==> src/rtl/error_diffusion_dither_assert.svh <==
// Assertion macros shared by the error diffusion dither RTL.
`ifndef ERROR_DIFFUSION_DITHER_ASSERT_SVH
`define ERROR_DIFFUSION_DITHER_ASSERT_SVH

// Same-cycle implication, sampled on clk, off while rst_n is low.
`define EDD_ASSERT_IMP(label, ante, cons) \
  label: assert property (@(posedge clk) disable iff (!rst_n) (ante) |-> (cons)) \
    else $error("error_diffusion_dither: same-cycle check failed");

// Next-cycle implication, sampled on clk, off while rst_n is low.
`define EDD_ASSERT_NXT(label, ante, cons) \
  label: assert property (@(posedge clk) disable iff (!rst_n) (ante) |=> (cons)) \
    else $error("error_diffusion_dither: next-cycle check failed");

`endif

==> src/rtl/edd_pkg.sv <==
// Shared constants and types of the error diffusion dither.
`default_nettype none

package edd_pkg;

  localparam int MAX_WIDTH = 512;
  localparam int COL_W     = $clog2(MAX_WIDTH);
  localparam int WCNT_W    = COL_W + 1;

  localparam int PIX_W      = 8;
  localparam int LEVELS_W   = 9;
  localparam int WIDTH_W    = 10;
  localparam int HEIGHT_W   = 16;
  localparam int CFG_IDX_W  = 2;
  localparam int CFG_DATA_W = 16;

  localparam logic [CFG_IDX_W-1:0] REG_LEVELS = CFG_IDX_W'(0);
  localparam logic [CFG_IDX_W-1:0] REG_WIDTH  = CFG_IDX_W'(1);
  localparam logic [CFG_IDX_W-1:0] REG_HEIGHT = CFG_IDX_W'(2);

  // Effective (range-limited) configuration.
  typedef struct packed {
    logic [PIX_W-1:0]    n;       // levels - 1
    logic [WCNT_W-1:0]   width;
    logic [HEIGHT_W-1:0] height;
  } cfg_t;

  typedef struct packed {
    logic clear;
    logic accept;
    logic add;
    logic mul;
    logic idx;
    logic div_load;
    logic div_step;
    logic finish;
  } cmd_t;

  typedef struct packed {
    logic clear_last;
    logic div_last;
    logic out_free;
  } sts_t;

endpackage

`default_nettype wire

==> src/rtl/edd_cfg.sv <==
// Configuration registers and their effective ranges.
`default_nettype none

module edd_cfg (
  input  wire logic                           clk,
  input  wire logic                           rst_n,
  input  wire logic                           cfg_we,
  input  wire logic [edd_pkg::CFG_IDX_W-1:0]  cfg_index,
  input  wire logic [edd_pkg::CFG_DATA_W-1:0] cfg_data,
  output edd_pkg::cfg_t                       cfg
);
  import edd_pkg::*;

  logic [LEVELS_W-1:0] levels_r;
  logic [WIDTH_W-1:0]  width_r;
  logic [HEIGHT_W-1:0] height_r;

  always_ff @(posedge clk) begin
    if (!rst_n) begin
      levels_r <= LEVELS_W'(8);
      width_r  <= WIDTH_W'(400);
      height_r <= HEIGHT_W'(300);
    end else if (cfg_we) begin
      unique case (cfg_index)
        REG_LEVELS: levels_r <= cfg_data[LEVELS_W-1:0];
        REG_WIDTH:  width_r  <= cfg_data[WIDTH_W-1:0];
        REG_HEIGHT: height_r <= cfg_data[HEIGHT_W-1:0];
        default: ;
      endcase
    end
  end

  always_comb begin
    if (levels_r < LEVELS_W'(2)) begin
      cfg.n = PIX_W'(1);
    end else if (levels_r > LEVELS_W'(256)) begin
      cfg.n = PIX_W'(255);
    end else begin
      cfg.n = PIX_W'(levels_r - LEVELS_W'(1));
    end

    if (width_r == '0) begin
      cfg.width = WCNT_W'(1);
    end else if (32'(width_r) > 32'(MAX_WIDTH)) begin
      cfg.width = WCNT_W'(MAX_WIDTH);
    end else begin
      cfg.width = WCNT_W'(width_r);
    end

    cfg.height = (height_r == '0) ? HEIGHT_W'(1) : height_r;
  end

endmodule

`default_nettype wire

==> config.mk <==
export PLATFORM = sky130hd
export DESIGN_NAME = edd_cfg
export DESIGN_NICKNAME = d
export VERILOG_FILES = /design/src/rtl/error_diffusion_dither_assert.svh /design/src/rtl/edd_pkg.sv /design/src/rtl/edd_cfg.sv
export SDC_FILE = /design/constraint.sdc
export NUM_CORES = 1
export LEC_CHECK = 0
export BUFFER_PORTS_ARGS = -buffer_cell sky130_fd_sc_hd__clkbuf_2
export CAP_MARGIN = 0
export CORE_ASPECT_RATIO = 2
export CORE_UTILIZATION = 45
export DETAILED_ROUTE_END_ITERATION = 10
export GPL_TIMING_DRIVEN = 0
export PLACE_DENSITY = 0.77
export RECOVER_POWER = 25
export SYNTH_ARGS = -nofsm -noshare
export SYNTH_HDL_FRONTEND = slang
export SYNTH_SLANG_ARGS = --single-unit
export TNS_END_PERCENT = 20
==> constraint.sdc <==
create_clock -name clk -period 2.02 [get_ports clk]
set_input_delay 0.303 -clock clk [delete_from_list [all_inputs] [get_ports clk]]
set_output_delay 0.303 -clock clk [all_outputs]
set_load 0.005 [all_outputs]
-- After elaboration in Yosys (flattened, before gate mapping)
Cells that the tools add are included.
- magnitude comparators: 3
- reductions and logical operators: 6
- bitwise gates (word level): 0
- shift-type cells: 0
- mux-type cells: 5
- $add $sub $neg: 1
- multiply operators: 0
- divide/modulo/power cells: 0
- equality and inequality tests: 2
- operators by type and width (operator ; count):
    two-way mux 10 bit ; 2
    logical NOT 16 bit ; 1
    two-way mux 16 bit ; 1
    two-way mux 8 bit ; 2
    > comparator 10 bit, second input constant ; 1
    logical NOT 10 bit ; 1
    > comparator 9 bit, second input constant ; 1
    less-than comparator 9 x 2 -> 1 bit, second input constant ; 1
    subtractor 8 x 1 -> 8 bit, second input constant ; 1
    AND reduction 2 bit ; 3
    == test 2 x 1 -> 1 bit, second input constant ; 1
    == test 2 bit, second input constant ; 1
    logical NOT 2 bit ; 1
- output and inout bits: 34
- ROM bits: 0
- logic and storage cells: 20
- latch bits: 0
- input bits: 21
- memory bits (writable): 0
- register bits after elaboration: 35
- memories kept: 0

-- Depth between registers and ports, before layout
- depth in word-level cells: 3
- gate-level depth with buffers: 5
- depth with buffers taken out: 5

-- Least setup slack after synthesis
Ideal clock, no wire load.
- path type: register -> output
- from: register levels_r[2]
- to: output cfg[28] (netlist bit)
- required time: 1.717 ns
- cell stages (with the launch flop): 5
- arrival time: 1.338 ns
- path buffers: 1
- setup slack: 0.379 ns
- cells stage by stage: dfxtp_1 -> or4_1 -> buf_2 -> o22a_1 -> o22a_1
- RTL lines (item ; line ; text):
    start: declaration ; edd_cfg.sv:14 ; logic [LEVELS_W-1:0] levels_r;
    start signal: assignment ; edd_cfg.sv:25 ; REG_LEVELS: levels_r <= cfg_data[LEVELS_W-1:0];
    end: declaration ; edd_cfg.sv:10 ; output edd_pkg::cfg_t cfg

==> reports/metrics.yaml <==
route:
  drc: 0
  drtIter0Drc: 19
  dr.pass1.iters: 4
  vias_per_cell: 4.98
  avgRoutedWirePerCell_microns: 12.5
  drtAntennaViolNets: 0
  vias: 1640
  finalWirelength_microns: 4100
timing:
  setup_violations: 4
  hold_violations: 0
  finClkSkew_ns: 0
  max_freq_ghz: 0.475
  setup_tns_ns: -0.219
  drv_slew: 0
  rsz0062_at_grt: "yes"
  min_period_over_period_pct: 104
  max_slew_margin_pct: 57.9
  tightest_slew_ns: 0.631
  fin_crit_ns: 2.10
  setup_ws_ns: -0.0837
power_and_ir_drop:
  p_leak_uw: 0.000913
  power_density_mw_per_mm2: 682
  ir_drop_uv: 732
worst_setup_path:
  cp.required_ns: 1.72
  r2r_end: "width_r[9]"
  critPathKind: "register to output pin"
  end_kind: "output pin"
  crit_path_start_kind: "register"
  startpoint: "levels_r[5]"
  r2r_start: "width_r[9]"
  reg2reg_depth: 3
  endpoint: "cfg[33]"
  arrival_ns: 1.80
  r2r_slack_ns: 1.05
  crit_path_max_fanout: 6
clock_network:
  root_buffer: "clkbuf_8"
  clock_latency_ns: 0.28
  tritoncts: "built"
  cts_sinks: 35
  htree_levels: 2
  clk_path_buf_depth: 2
  cts.clk_slew.worst_paths_ns: 0.07
  cts_hold_buf: 0
  cts_buffers: 5
synthesis:
  ys_async_sr_fraction_pct: 0
  synth_area_leaders: "dfxtp_1, nand2_1, a21boi_0"
  yosysMostFrequentCell: "nand2_1"
  syn_inst: 216
  yosysTopAreaCell: "dfxtp_1"
  synth_edf_count: 0
  ys_seq_area_share_pct: 41.4
  synth_area_sq_mm: 0.00169
  synth.distinct_cells: 28
  synth_seq_cells: 35
  synth.avg_cell_area_sq_um: 7.83
  yosysTopAreaCellShare_pct: 41.4
  netlist_top_cells_count: "nand2_1, dfxtp_1, clkbuf_1, a21boi_0, nor2b_1"
  yosysWarnings: 0
  synth-main-ff-cell: "dfxtp_1"
  synth_nets: 238
global_route:
  grt_start_max_net_pins: 11
  antenna_found_initial: 0
  grt.overflow.total: 0
  grt_usage_pct: 22.9
  grt_pass1_wl_microns: 6550
  grt_pass1_vias: 1471
place:
  dp_cells: 319
  place_congestion: 0.851
  dpl_cell_area_sq_mm: 0.00202
  portBuffers: 54
  dp_hpwl_microns: 3230
final_layout:
  fin_nets: 301
  final_area_sq_mm: 0.00219
  syn_to_final_growth_pct: 29.2
  drive_above_1_share_pct: 26.1
  fin_cells: 329
  antenna_cells: 0
hold_path:
  hp-class: "input port to register"
outcome:
  violations: "negative setup slack"
  outcome: "finished with violations"
floorplanning:
  core_sq_mm: 0.00361
  die_w_microns: 45.4
  dieHeight_microns: 88.7
  rows: 31
  start_util_pct: 46.9
  io_pins: 55
  die_area_sq_mm: 0.00402
run:
  cap_violations: 0
[worst min path at each step]
| stage | from | endpoint | slack, ns | cells past startpoint |
|---|---|---|---|---|
| final | cfg_data[14] | height_r[14] | 0.24 | 3 |
| after CTS | cfg_data[12] | height_r[12] | 0.25 | 3 |
| after global placement | height_r[0] | height_r[0] | 0.46 | 2 |
| after detailed placement | height_r[14] | height_r[14] | 0.47 | 2 |
| after floorplan | cfg_data[2] | height_r[2] | 0.43 | 2 |
| after global routing | cfg_data[12] | height_r[12] | 0.25 | 3 |
[registers in the layout, summed over array words and instances (netlist names)]
signal / cells
height_r: 16
levels_r: 9
width_r: 10
[cell usage in the layout (no fill, tap or decap), types with 2 or more instances in the layout]
cell type   n
mux2i_1     9
or4_4       2
dfxtp_1    31
nor4_1      5
clkbuf_8    7
clkbuf_2   53
dfxtp_2     2
nand3b_1    2
buf_4       2
nand2_1    55
a211oi_1    2
or4_1       2
nor2b_1    15
or3_1       2
o22a_1      2
o21ai_0     3
clkbuf_1   27
dfxtp_4     2
nand3_1     9
nor3_1      5
inv_1       5
nor3b_1     2
and3b_1     2
xnor2_1     2
a21boi_0   20
[kinds of logic (layout without fill, tap and decap cells)]
| group | count (synthesis) | after routing | share of synthesized area (%) |
|---|---|---|---|
| adder cells (fa/ha/maj) | 1 | 1 | 0.740 |
| buffers and inverters | 32 | 96 | 7.32 |
| AND/OR/NAND/NOR | 104 | 104 | 29.8 |
| flip-flops | 35 | 35 | 41.4 |
| multiplexers | 9 | 9 | 5.33 |
| XOR/XNOR | 2 | 2 | 1.04 |
| AO/OA/AOI/OAI | 33 | 33 | 14.3 |
[report_power, final]
group	total, uW	internal (uW)	switching [uW]
clock	549	311	238
combinational	204	99.0	105
sequential	738	715	23.7
total	1490	1120	366
[stage by stage]
stage / power [uW] / hold WS (ns) / setup slack (ns) / util (%)
floorplan: 860 / 0.427 / 0.379 / -
global placement: 947 / 0.456 / 0.136 / 56.1
detailed placement: 951 / 0.474 / 0.107 / 56.1
CTS: 1500 / 0.246 / -0.0632 / 60.3
global route: 1560 / 0.253 / -0.131 / 60.6
finish: 1490 / 0.243 / -0.0837 / 60.6
[layer usage]
| layer | GRT usage, % | part of all wire, % | wire length [microns] |
|---|---|---|---|
| met2 | 42.3 | 57 | 2350 |
| met3 | 4.49 | 3.5 | 143 |
| met1 | 23.0 | 36 | 1490 |
| met4 | 11.0 | 2.7 | 112 |
| met5 | 0 | 0 | 0 |
[worst max-delay path: stages (launching register included)]
cell and delay [ns]:
dfxtp_1 0.34, or4_4 0.55, buf_6 0.16, o41ai_2 0.28
nand2_1 0.09, clkbuf_2 0.11
[area by class of cell]
type	instances	area [sq um]
plain buffers	27	110
clock buffers	8	100
fillers	358	1420
inverters	5	18.8
multi-input cells	149	901
flip-flops and latches	35	711
well taps	49	61.3
repair buffers	56	284
[repair_timing]
action	in CTS	in global routing
setup buffers	2	0
resized for setup	12	3
setup endpoints to repair	8	8
pin swaps	2	1
No activity file was read; power rests on OpenSTA's default activity.
