==> src/rtl/error_diffusion_dither_assert.svh <==
// Assertion macros shared by the error diffusion dither RTL.
`ifndef ERROR_DIFFUSION_DITHER_ASSERT_SVH
`define ERROR_DIFFUSION_DITHER_ASSERT_SVH

// Same-cycle implication, sampled on clk, off while rst_n is low.
`define EDD_ASSERT_IMP(label, ante, cons) \
  label: assert property (@(posedge clk) disable iff (!rst_n) (ante) |-> (cons)) \
    else $error("error_diffusion_dither: same-cycle check failed");

// Next-cycle implication, sampled on clk, off while rst_n is low.
`define EDD_ASSERT_NXT(label, ante, cons) \
  label: assert property (@(posedge clk) disable iff (!rst_n) (ante) |=> (cons)) \
    else $error("error_diffusion_dither: next-cycle check failed");

`endif

==> src/rtl/edd_pkg.sv <==
// Shared constants and types of the error diffusion dither.
`default_nettype none

package edd_pkg;

  localparam int MAX_WIDTH = 512;
  localparam int COL_W     = $clog2(MAX_WIDTH);
  localparam int WCNT_W    = COL_W + 1;

  localparam int PIX_W      = 8;
  localparam int LEVELS_W   = 9;
  localparam int WIDTH_W    = 10;
  localparam int HEIGHT_W   = 16;
  localparam int CFG_IDX_W  = 2;
  localparam int CFG_DATA_W = 16;

  localparam logic [CFG_IDX_W-1:0] REG_LEVELS = CFG_IDX_W'(0);
  localparam logic [CFG_IDX_W-1:0] REG_WIDTH  = CFG_IDX_W'(1);
  localparam logic [CFG_IDX_W-1:0] REG_HEIGHT = CFG_IDX_W'(2);

  // Effective (range-limited) configuration.
  typedef struct packed {
    logic [PIX_W-1:0]    n;       // levels - 1
    logic [WCNT_W-1:0]   width;
    logic [HEIGHT_W-1:0] height;
  } cfg_t;

  typedef struct packed {
    logic clear;
    logic accept;
    logic add;
    logic mul;
    logic idx;
    logic div_load;
    logic div_step;
    logic finish;
  } cmd_t;

  typedef struct packed {
    logic clear_last;
    logic div_last;
    logic out_free;
  } sts_t;

endpackage

`default_nettype wire

==> src/rtl/edd_ctrl.sv <==
// Sequencer: line-store clear, per-item steps and divider iterations.
`default_nettype none

`include "error_diffusion_dither_assert.svh"

module edd_ctrl (
  input  wire logic          clk,
  input  wire logic          rst_n,
  input  wire logic          in_valid,
  output logic               in_stall,
  input  wire edd_pkg::sts_t sts,
  output edd_pkg::cmd_t      cmd
);
  import edd_pkg::*;

  localparam logic [2:0] S_CLEAR = 3'd0;
  localparam logic [2:0] S_IDLE  = 3'd1;
  localparam logic [2:0] S_READ  = 3'd2;
  localparam logic [2:0] S_MUL   = 3'd3;
  localparam logic [2:0] S_IDX   = 3'd4;
  localparam logic [2:0] S_LOAD  = 3'd5;
  localparam logic [2:0] S_DIV   = 3'd6;
  localparam logic [2:0] S_FIN   = 3'd7;

  logic [2:0] state_r;
  logic [2:0] state_nxt;

  always_ff @(posedge clk) begin
    if (!rst_n) begin
      state_r <= S_CLEAR;
    end else begin
      state_r <= state_nxt;
    end
  end

  assign in_stall = (state_r != S_IDLE);

  always_comb begin
    cmd       = '0;
    state_nxt = state_r;
    unique case (state_r)
      S_CLEAR: begin
        cmd.clear = 1'b1;
        if (sts.clear_last) state_nxt = S_IDLE;
      end
      S_IDLE: begin
        if (in_valid) begin
          cmd.accept = 1'b1;
          state_nxt  = S_READ;
        end
      end
      S_READ: begin
        cmd.add   = 1'b1;
        state_nxt = S_MUL;
      end
      S_MUL: begin
        cmd.mul   = 1'b1;
        state_nxt = S_IDX;
      end
      S_IDX: begin
        cmd.idx   = 1'b1;
        state_nxt = S_LOAD;
      end
      S_LOAD: begin
        cmd.div_load = 1'b1;
        state_nxt    = S_DIV;
      end
      S_DIV: begin
        cmd.div_step = 1'b1;
        if (sts.div_last) state_nxt = S_FIN;
      end
      S_FIN: begin
        // hold until the output register can take the result
        if (sts.out_free) begin
          cmd.finish = 1'b1;
          state_nxt  = S_IDLE;
        end
      end
      default: state_nxt = S_IDLE;
    endcase
  end

  `EDD_ASSERT_NXT(a_fin_hold, (state_r == S_FIN) && !sts.out_free, state_r == S_FIN)
  `EDD_ASSERT_NXT(a_div_exit, (state_r == S_DIV) && sts.div_last, state_r == S_FIN)

endmodule

`default_nettype wire

==> config.mk <==
export PLATFORM = sky130hd
export DESIGN_NAME = edd_ctrl
export DESIGN_NICKNAME = d
export VERILOG_FILES = /design/src/rtl/edd_pkg.sv /design/src/rtl/edd_ctrl.sv
export VERILOG_INCLUDE_DIRS = /design/src /design/src/rtl
export SDC_FILE = /design/constraint.sdc
export NUM_CORES = 1
export LEC_CHECK = 0
export BUFFER_PORTS_ARGS = -buffer_cell sky130_fd_sc_hd__buf_4
export CAP_MARGIN = 20
export CORE_AREA = 2 2 39 41
export CTS_BUF_LIST = sky130_fd_sc_hd__clkbuf_4 sky130_fd_sc_hd__clkbuf_8
export DETAILED_ROUTE_END_ITERATION = 10
export DIE_AREA = 0 0 41 43
export PLACE_DENSITY = 0.47
export SYNTH_ARGS = -nofsm -noshare
export SYNTH_HDL_FRONTEND = slang
export SYNTH_SLANG_ARGS = --single-unit
export TNS_END_PERCENT = 100
==> constraint.sdc <==
create_clock -name clk -period 1.24 [get_ports clk]
set_input_delay 0.248 -clock clk [delete_from_list [all_inputs] [get_ports clk]]
set_output_delay 0.248 -clock clk [all_outputs]
set_load 0.02 [all_outputs]
== Word level (Yosys, flattened, before mapping) ==
Index checks and enable logic that the tools add are counted.
Widths: inputs -> output; s select.
Word-level totals
  flip-flop bits (word level): 3
  input bits: 6
Operators by class
  eq/ne operators: 12
  muxes and demuxes: 15
  reductions and logical operators: 2
Operator list (count)
  $pmux 3 s8: 1
  $eq 3x3->1 const B: 4
  $mux 3: 4
  $mux 1: 10
  $ne 2x2->1 const B: 4
  $eq 3x2->1 const B: 2
  $reduce_and 4->1: 1
  $eq 3x1->1 const B: 1
  $logic_not 3->1: 1
  $ne 3x1->1 const B: 1

== Logic depth before layout (Yosys ltp) ==
Gate-level depths: netlist of the first run.
  depth in word-level cells: 3
  gate-level depth with buffers: 4
  gate-level depth less buffers: 3

== Worst setup path before layout of the first run ==
No wires, ideal clock.
  kind: register to output
  start point: reg state_r[2]
  end point: out cmd[3] (netlist bit)
  arrival time: 1.093 ns
  path slack: -0.101 ns
  stages on the path, launching flop included: 3
  buffers on the path: 1
  cells stage by stage: dfxtp_1 buf_2 nor3b_1
RTL lines
  start, declared: RTL line edd_ctrl.sv:25  | logic [2:0] state_r;
  start signal, assigned: RTL line edd_ctrl.sv:32  | state_r <= state_nxt;
  end, declared: RTL line edd_ctrl.sv:12  | output edd_pkg::cmd_t cmd

==> results.sh, run 1 <==
export IMPL_status="finished with violations"
export IMPL_violations="negative setup slack"
export IMPL_synthAdderAreaFrac=0
export IMPL_arrival_ns=1.10
export IMPL_regMostFlops="state_r"
export IMPL_yosys_cell_count_top_type="nor2_1"
export IMPL_tightestPinTransition_ns=0.181
export IMPL_worstReg2RegStart="state_r[0]$_SDFFE_PN0P_"
export IMPL_max_slew_margin=0.878
export IMPL_cts_root_buf="clkbuf_4"
export IMPL_place_port_buffers=14
export IMPL_cp_start_kind="flip-flop"
export IMPL_drcViolationCount=0
export IMPL_area_delta_synth_final_pct=101
export IMPL_largest_reg_flops=3
export IMPL_peakVddDrop_mv=0.546
export IMPL_dpl_hpwl_um=492
export IMPL_grt_pass1_vias=260
export IMPL_setup_violations=9
export IMPL_dr_total_vias=322
export IMPL_grt_pass1_wl_um=1040
export IMPL_slowest_delay_ns=0.33
export IMPL_rsz0062_at_grt="true"
export IMPL_synth_seq_cells=3
export IMPL_ys_types=19
export IMPL_cts_tree="done"
export IMPL_clk_pin_slew_worst_paths_ns=0.04
export IMPL_critPathMaxFanout=4
export IMPL_drtIter0Drc=3
export IMPL_cts_sinks=3
export IMPL_slew_viol_final=0
export IMPL_synthTopCellsByArea="dfxtp_1 23%, buf_6 8.6%, nor2_1 8.6%"
export IMPL_syn_avg_cell_area_um2=7.47
export IMPL_drive_above_1_share=0.732
export IMPL_critical_path_required_ns=0.99
export IMPL_fin_util=0.381
export IMPL_synth_nets=41
export IMPL_synth_main_ff_cell="dfxtp_1"
export IMPL_synth_simple_gate_area_share=0.402
export IMPL_antenna_found_initial=0
export IMPL_routedWlPerCell_um=9.50
export IMPL_ys_warn_count=0
export IMPL_overflow=0
export IMPL_fmax_mhz=741
export IMPL_multi_input_area_um2=221
export IMPL_critPathSlowestCell="dfxtp_2"
export IMPL_top_layer="met4"
export IMPL_via_per_inst=4.47
export IMPL_cts_htree_levels=1
export IMPL_synth_top_area_frac=0.230
export IMPL_die_w_um=41
export IMPL_clk_path_buf_depth=2
export IMPL_wl_met3_um=55
export IMPL_r2r_end="state_r[0]$_SDFFE_PN0P_"
export IMPL_ys_top_cells_by_count="6 x nor2_1, 3 x a21oi_1, 3 x dfxtp_1, 3 x nand2_1, 3 x nor3_1"
export IMPL_synth_compound_area_frac=0.234
export IMPL_seqCellArea_um2=66.3
export IMPL_cts_made_buffers=3
export IMPL_fill_cells=143
export IMPL_critPathBufInv=1
export IMPL_hold_path_class="in -> reg"
export IMPL_clkLatencyLatePin_ns=0.24
export IMPL_r2r_setup_slack_ns=0.08
export IMPL_synth_edff_count=0
export IMPL_finalNetCount=63
export IMPL_cp_top_family="simple AND/OR/NAND/NOR gates"
export IMPL_synthMuxAreaShare=0
export IMPL_start_util=0.189
export IMPL_track_usage=0.0921
export IMPL_die_h_um=43
export IMPL_antenna_cells=0
export IMPL_final_setup_worst_slack_ns=-0.110
export IMPL_io_pins=15
export IMPL_dr_pass1_iters=3
export IMPL_wl_met2_um=309
export IMPL_reg_top3="state_r x3"
export IMPL_final_cells=72
export IMPL_maxCapViolCount=0
export IMPL_p_per_area_nw_per_um2=1110
export IMPL_syn_area_um2=262
export IMPL_wl_met1_um=291
export IMPL_hold_viol_final=0
export IMPL_synth_xor_area_frac=0
export IMPL_path_cells="and2b_4 -> nand2b_4 -> nor2_4 -> buf_6"
export IMPL_place_congestion=0.651
export IMPL_critPathCaptureType="primary output"
export IMPL_core_area_um2=1380
export IMPL_finalCritPeriodShare=1.09
export IMPL_startpoint="state_r[1]$_SDFFE_PN0P_"
export IMPL_post_place_cells=65
export IMPL_synth_largest_area_cell="dfxtp_1"
export IMPL_reg2reg_depth=5
export IMPL_critPathCapture="cmd[6]"
export IMPL_netlist_instances=35
export IMPL_synth_top_family_by_area="simple AND/OR/NAND/NOR gates"
export IMPL_pre_cts_slack_ns=0.0160
export IMPL_dieArea_um2=1760
export IMPL_critical_path_depth=4
export IMPL_grt_max_degree=15
export IMPL_fin_skew_ns=0.00691
export IMPL_async_reset_ff_frac=0
export IMPL_postRouteAntennaNets=0
export IMPL_cts_hold_buf=0
export IMPL_leakage_nw=0.249
export IMPL_fin_crit_ns=1.35
export IMPL_fp_row_count=14
export IMPL_totalWireLength_um=684
export IMPL_seq_area_frac_synth=0.230
export IMPL_critPathKind="reg -> out"
export IMPL_p_total_mw=0.585
[routing by layer]
layer,up-vias,GRT usage
met1,145,0.124
li1,160,-
met4,0,0.100
met3,4,0.0314
met2,13,0.100
met5,-,0
[layout make-up]
type | instances | area share
Timing Repair Buffer | 20 | 0.344
Multi-Input combinational cell | 27 | 0.420
Inverter | 2 | 0.0143
Clock buffer | 4 | 0.0570
Tap cell | 16 | 0.0380
Sequential cell | 3 | 0.126
[through the flow]
stage / area [µm²] / hold slack (ns) / setup TNS [ns]
floorplan: 279 / 0.415 / 0
global placement: 412 / 0.519 / 0
detailed placement: 412 / 0.522 / 0
CTS: 499 / 0.276 / -0.603
global route: 527 / 0.280 / -0.818
finish: 527 / 0.273 / -0.466
[worst reg2reg max path, cell delays in order, from the launching register on]
cell and delay, ns:
dfxtp_2 0.33, buf_12 0.14, buf_4 0.14, nor2_1 0.12
a311oi_2 0.10, a32o_2 0.23
[cells in the final DEF (no fill, tap or decap)]
cell type	netlist	routed
buf_4	0	14
buf_6	2	5
clkbuf_4	0	4
nor2_1	6	3
a21oi_1	3	3
nor2b_4	1	2
inv_1	2	2
nor2_4	0	2
nor3_1	3	2
dfxtp_2	0	2
nor2b_1	2	1
nor3b_2	0	1
nand2_4	0	1
nor2_2	0	1
and2b_4	1	1
nand2b_4	0	1
nand2_2	0	1
and2_4	0	1
nor3_2	0	1
nand2_1	3	1
a21o_1	1	1
a311oi_2	1	1
o21bai_1	1	1
a32o_2	1	1
o21ai_0	1	1
buf_12	0	1
dfxtp_4	0	1
[worst min-delay path by stage]
stage / start / slack [ns] / to / depth (start not counted)
4_1_cts: rst_n / 0.28 / state_r[0]$_SDFFE_PN0P_ / 2
2_1_floorplan: rst_n / 0.42 / state_r[0]$_SDFFE_PN0P_ / 1
3_3_place_gp: rst_n / 0.52 / state_r[0]$_SDFFE_PN0P_ / 2
5_1_grt: rst_n / 0.28 / state_r[0]$_SDFFE_PN0P_ / 2
3_5_place_dp: rst_n / 0.52 / state_r[0]$_SDFFE_PN0P_ / 2
6_report: rst_n / 0.27 / state_r[0]$_SDFFE_PN0P_ / 2
[timing repair]
action	CTS	global route
buffers inserted	3	0
gates cloned	0	0
gates resized for setup	10	8
pin swaps	2	2
endpoints found under the setup margin	9	9
[kinds of logic (layout without fill, tap and decap cells)]
logic type,Yosys count,count (layout)
simple gates,19,19
compound gates,8,8
buf+inv,5,26
flops,3,3
[power breakdown]
part | leakage (nW) | internal, mW | total, mW | switching, mW
combinational | 0.205 | 0.139 | 0.257 | 0.119
clock | 0.0184 | 0.143 | 0.204 | 0.0605
sequential | 0.0261 | 0.108 | 0.124 | 0.0151
total | 0.249 | 0.390 | 0.585 | 0.194
No activity file was read; power rests on OpenSTA's default activity.
==> run 2: changes to the inputs <==
--- a/config.mk
+++ b/config.mk
@@ -6,6 +6,7 @@
 export SDC_FILE = /design/constraint.sdc
 export NUM_CORES = 1
 export LEC_CHECK = 0
+export ABC_AREA = 1
 export BUFFER_PORTS_ARGS = -buffer_cell sky130_fd_sc_hd__buf_4
 export CAP_MARGIN = 20
 export CORE_AREA = 2 2 39 41
==> run 2 against run 1 <==
Compared with the run above: sequential cell count did not move; highest routed layer unchanged; critical path depth grew 1; worst setup slack improved by 0.045 ns; critical path type unchanged; the run still ends with negative setup slack left.
==> results.sh, run 2 <==
export IMPL_status="finished with violations"
export IMPL_violations="negative setup slack"
export IMPL_maxCapViolCount=0
export IMPL_drive_above_1_share=0.615
export IMPL_cts_htree_levels=1
export IMPL_cts_root_buf="clkbuf_4"
export IMPL_syn_avg_cell_area_um2=5.97
export IMPL_dr_total_vias=317
export IMPL_totalWireLength_um=645
export IMPL_cts_made_buffers=3
export IMPL_startpoint="state_r[1]$_SDFFE_PN0P_"
export IMPL_regMostFlops="state_r"
export IMPL_hp_start="rst_n"
export IMPL_fin_crit_ns=1.31
export IMPL_antenna_cells=0
export IMPL_fp_row_count=14
export IMPL_drcViolationCount=0
export IMPL_async_reset_ff_frac=0
export IMPL_fin_skew_ns=0.000419
export IMPL_critical_path_required_ns=0.99
export IMPL_synthTopCellsByArea="dfxtp_1 23%, inv_1 12%, nand2_1 12%"
export IMPL_critPathCaptureType="primary output"
export IMPL_clk_pin_slew_worst_paths_ns=0.04
export IMPL_final_setup_worst_slack_ns=-0.0651
export IMPL_finalCritPeriodShare=1.05
export IMPL_leakage_nw=0.258
export IMPL_netlist_instances=43
export IMPL_final_cell_mix="16 x buf_4, 8 x inv_1, 7 x nand2_1"
export IMPL_slowest_delay_ns=0.35
export IMPL_core_area_um2=1380
export IMPL_ys_warn_count=0
export IMPL_dieArea_um2=1760
export IMPL_place_port_buffers=14
export IMPL_cp_start_kind="flip-flop"
export IMPL_critPathSlowestCell="dfxtp_4"
export IMPL_finalNetCount=72
export IMPL_synth_nets=49
export IMPL_cts_tree="done"
export IMPL_synth_seq_cells=3
export IMPL_postRouteAntennaNets=0
export IMPL_arrival_ns=1.06
export IMPL_reg_top3="state_r x3"
export IMPL_grt_max_degree=8
export IMPL_routedWlPerCell_um=7.96
export IMPL_pre_cts_slack_ns=0.0699
export IMPL_cts_sinks=3
export IMPL_cp_top_family="flip-flops"
export IMPL_overflow=0
export IMPL_synth_main_ff_cell="dfxtp_1"
export IMPL_track_usage=0.0822
export IMPL_layout_commonest_cell="buf_4"
export IMPL_syn_area_um2=256
export IMPL_via_per_inst=3.91
export IMPL_io_pins=15
export IMPL_area_delta_synth_final_pct=90.7
export IMPL_start_util=0.185
export IMPL_p_per_area_nw_per_um2=1740
export IMPL_grt_pass1_vias=259
export IMPL_critPathMaxFanout=5
export IMPL_critPathBufInv=2
export IMPL_fmax_mhz=766
export IMPL_final_area_um2=489
export IMPL_dr_pass1_iters=2
export IMPL_max_slew_margin=0.884
export IMPL_synth_top_area_frac=0.234
export IMPL_worstReg2RegStart="state_r[1]$_SDFFE_PN0P_"
export IMPL_seq_area_frac_synth=0.234
export IMPL_path_cells="buf_6 -> nor2_4 -> nand2_2 -> nor2_2 -> buf_6"
export IMPL_hold_path_class="in -> reg"
export IMPL_antenna_found_initial=0
export IMPL_die_w_um=41
export IMPL_dpl_cell_area_um2=404
export IMPL_clk_path_buf_depth=2
export IMPL_tightestPinTransition_ns=0.173
export IMPL_ys_types=16
export IMPL_setup_violations=6
export IMPL_ys_top_cells_by_count="8 x inv_1, 8 x nand2_1, 6 x nor2_1"
export IMPL_hold_viol_final=0
export IMPL_drtIter0Drc=3
export IMPL_synth_edff_count=0
export IMPL_cpMostUsedCell="buf_6"
export IMPL_synth_largest_area_cell="dfxtp_1"
export IMPL_die_h_um=43
export IMPL_slew_viol_final=0
export IMPL_clkLatencyLatePin_ns=0.23
export IMPL_place_congestion=0.772
export IMPL_rsz0062_at_grt="true"
export IMPL_grt_pass1_wl_um=938
export IMPL_critPathKind="reg -> out"
export IMPL_largest_reg_flops=3
export IMPL_peakVddDrop_mv=0.538
export IMPL_dpl_hpwl_um=507
run 2: power by group:
group	internal, mW	total [mW]	leakage [nW]	switching [mW]
sequential	0.135	0.177	0.0267	0.0423
combinational	0.219	0.480	0.213	0.260
clock	0.142	0.193	0.0184	0.0508
total	0.496	0.850	0.258	0.353
run 2: cell type report:
class / instances / area, µm²
clock buffer: 4 / 30.0
timing repair buffer: 19 / 154
sequential: 3 / 71.3
fill: 156 / 895
inverter: 10 / 40.0
tap: 16 / 20.0
multi-input combinational: 29 / 174
run 2: cells by family after synthesis:
group	Yosys count	share of synthesized area
flip-flops	3	0.234
AND/OR/NAND/NOR	26	0.512
buffers and inverters	11	0.176
AO/OA/AOI/OAI	3	0.0781
run 2: stage by stage:
stage          std cells  hold slack [ns]  utilization  TNS, ns  power (mW)
6_report              81            0.212        0.354   -0.220       0.850
5_1_grt               81            0.238        0.354   -0.609       0.904
4_1_cts               81            0.208        0.347   -0.320       0.855
3_5_place_dp          75            0.452        0.292        0       0.576
3_3_place_gp          75            0.450        0.292        0       0.579
2_1_floorplan         43            0.346            -        0       0.425
run 2: worst register-to-register path, stage by stage (launching register included):
cell and delay [ns]:
dfxtp_4 0.35, buf_4 0.14, nand2_2 0.08, nor2_4 0.04, nand2_1 0.06, nand2_2 0.06
nor2_2 0.11, nand2_1 0.07, nand2_1 0.07, nor2_2 0.03
run 2: timing repair:
item / in CTS / in global routing
endpoints found under the setup margin: 8 / 9
gates resized for setup: 12 / 2
buffers inserted: 2 / 0
pin swaps: 4 / 1
hold buffers: 0 / 0
run 2: per-layer routing:
| layer | wire [µm] | track usage | part of all wire | vias up |
|---|---|---|---|---|
| met2 | 283 | 0.103 | 0.44 | 8 |
| met4 | 18 | 0.0800 | 0.028 | 0 |
| met1 | 309 | 0.109 | 0.48 | 131 |
| met3 | 33 | 0.0157 | 0.051 | 2 |
| li1 | - | - | - | 176 |
| met5 | 0 | 0 | 0 | - |
run 2: worst paths after layout:
path                        endpoint  slack [ns]  cells past startpoint
max                           cmd[6]       -0.07                      5
min reg2reg  state_r[2]$_SDFFE_PN0P_        0.57                      2
max reg2reg  state_r[1]$_SDFFE_PN0P_        0.13                      9
min          state_r[0]$_SDFFE_PN0P_        0.21                      3
==> run 3: changes to the inputs <==
--- a/config.mk
+++ b/config.mk
@@ -13,6 +13,7 @@
 export CTS_BUF_LIST = sky130_fd_sc_hd__clkbuf_4 sky130_fd_sc_hd__clkbuf_8
 export DETAILED_ROUTE_END_ITERATION = 10
 export DIE_AREA = 0 0 41 43
+export GPL_TIMING_DRIVEN = 0
 export PLACE_DENSITY = 0.47
 export SYNTH_ARGS = -nofsm -noshare
 export SYNTH_HDL_FRONTEND = slang
==> run 3 against run 2 <==
Compared with the run above: the run still ends with negative setup slack left; routed wire length grew 11%; worst setup slack worse by 0.0058 ns; final cell count grew 8.6%; sequential cell count did not move; hold slack better by 0.026 ns; design area increased by 26%; utilization grew 9.0 points; combinational power increased by 39%; total power is 21% higher; critical endpoint is now cmd[1]; largest power group unchanged.
==> results.sh, run 3 (same netlist as run 2, synthesis figures left out) <==
export IMPL_status="finished with violations"
export IMPL_violations="negative setup slack"
export IMPL_critPathCaptureType="primary output"
export IMPL_reg_top3="state_r x3"
export IMPL_max_slew_margin=0.882
export IMPL_critPathMaxFanout=7
export IMPL_critPathKind="reg -> out"
export IMPL_setup_violations=7
export IMPL_area_delta_synth_final_pct=140
export IMPL_fin_util=0.444
export IMPL_start_util=0.185
export IMPL_hold_path_class="in -> reg"
export IMPL_cts_made_buffers=3
export IMPL_fmax_mhz=763
export IMPL_final_cell_mix="21 x buf_4, 7 x inv_1, 5 x nor2_4"
export IMPL_overflow=0
export IMPL_tightestPinTransition_ns=0.176
export IMPL_fin_crit_ns=1.31
export IMPL_cts_root_buf="clkbuf_4"
export IMPL_maxCapViolCount=0
export IMPL_clk_pin_slew_worst_paths_ns=0.04
export IMPL_grt_pass1_vias=333
export IMPL_critical_path_required_ns=0.99
export IMPL_place_port_buffers=14
export IMPL_layout_commonest_cell="buf_4"
export IMPL_antenna_found_initial=0
export IMPL_postRouteAntennaNets=0
export IMPL_slew_viol_final=0
export IMPL_final_setup_worst_slack_ns=-0.0709
export IMPL_die_w_um=41
export IMPL_rsz0062_at_grt="true"
export IMPL_drtIter0Drc=3
export IMPL_post_place_cells=73
export IMPL_cts_tree="done"
export IMPL_clk_path_buf_depth=2
export IMPL_peakVddDrop_mv=0.788
export IMPL_drcViolationCount=0
export IMPL_final_area_um2=614
export IMPL_die_h_um=43
export IMPL_antenna_cells=0
export IMPL_startpoint="state_r[1]$_SDFFE_PN0P_"
export IMPL_regMostFlops="state_r"
export IMPL_finalNetCount=79
export IMPL_dpl_cell_area_um2=389
export IMPL_hp_start="rst_n"
export IMPL_cts_htree_levels=1
export IMPL_dr_pass1_iters=2
export IMPL_track_usage=0.104
export IMPL_io_pins=15
export IMPL_dpl_hpwl_um=488
export IMPL_finalCritPeriodShare=1.06
export IMPL_grt_pass1_wl_um=1240
export IMPL_totalWireLength_um=717
export IMPL_dieArea_um2=1760
export IMPL_place_congestion=0.699
export IMPL_drive_above_1_share=0.778
export IMPL_fp_row_count=14
export IMPL_arrival_ns=1.06
export IMPL_final_cells=88
export IMPL_dr_total_vias=360
export IMPL_p_total_mw=1.03
export IMPL_grt_max_degree=8
export IMPL_worstReg2RegStart="state_r[1]$_SDFFE_PN0P_"
export IMPL_leakage_nw=0.330
export IMPL_cp_start_kind="flip-flop"
export IMPL_cts_hold_buf=0
export IMPL_cts_sinks=3
export IMPL_largest_reg_flops=3
export IMPL_hold_viol_final=0
export IMPL_core_area_um2=1380
export IMPL_hold_slack_ns=0.238
export IMPL_fin_skew_ns=0.00113
export IMPL_via_per_inst=4.09
export IMPL_routedWlPerCell_um=8.15
export IMPL_clkLatencyLatePin_ns=0.23
export IMPL_p_per_area_nw_per_um2=1680
## run 3: changes by cell type in the layout (fill, tap and decap cells not counted), sizes merged
cell	before	now
buf	19	26
## run 3: layout make-up
| type | count | area (µm²) |
|---|---|---|
| Timing Repair Buffer | 25 | 203 |
| Multi-Input combinational cell | 29 | 235 |
| Tap cell | 16 | 20.0 |
| Clock buffer | 4 | 30.0 |
| Inverter | 10 | 42.5 |
| Sequential cell | 3 | 68.8 |
| Fill cell | 147 | 769 |
| Buffer | 1 | 15.0 |
## run 3: per-stage QoR
| step | setup WS (ns) | setup TNS [ns] |
|---|---|---|
| CTS | -0.0964 | -0.604 |
| floorplan | 0.0279 | 0 |
| detailed placement | 0.00684 | 0 |
| global placement | -0.00423 | -0.00423 |
| global route | -0.131 | -0.790 |
| finish | -0.0709 | -0.304 |
## run 3: path summary, 6_finish.rpt
kind | endpoint | slack [ns] | cells past startpoint
setup / recovery | cmd[1] | -0.07 | 5
hold / removal | state_r[0]$_SDFFE_PN0P_ | 0.24 | 3
setup reg to reg | state_r[2]$_SDFFE_PN0P_ | 0.06 | 6
hold reg to reg | state_r[2]$_SDFFE_PN0P_ | 0.58 | 2
## run 3: worst max-delay path, stage by stage, from the launching register on
cell and delay, ns:
dfxtp_2 0.32, buf_8 0.13, buf_4 0.12, nand2_4 0.05, nor2_4 0.09, buf_6 0.12
## run 3: metal layers
| metal | vias up | part of all wire | global-route usage |
|---|---|---|---|
| met4 | 0 | 0 | 0.0533 |
| met3 | 0 | 0.039 | 0.0471 |
| li1 | 191 | - | - |
| met1 | 163 | 0.41 | 0.125 |
| met5 | - | 0 | 0 |
| met2 | 6 | 0.55 | 0.150 |
## run 3: repair_timing
item | in CTS | in global routing
buffers inserted | 10 | 1
resized for setup | 20 | 13
endpoints found under the hold margin | 0 | 0
setup endpoints to repair | 9 | 11
pin swaps | 6 | 8
## run 3: report_power, final
part | leakage (nW) | internal [mW] | switching (mW)
registers | 0.0264 | 0.131 | 0.0445
logic | 0.285 | 0.327 | 0.340
clock network | 0.0184 | 0.142 | 0.0466
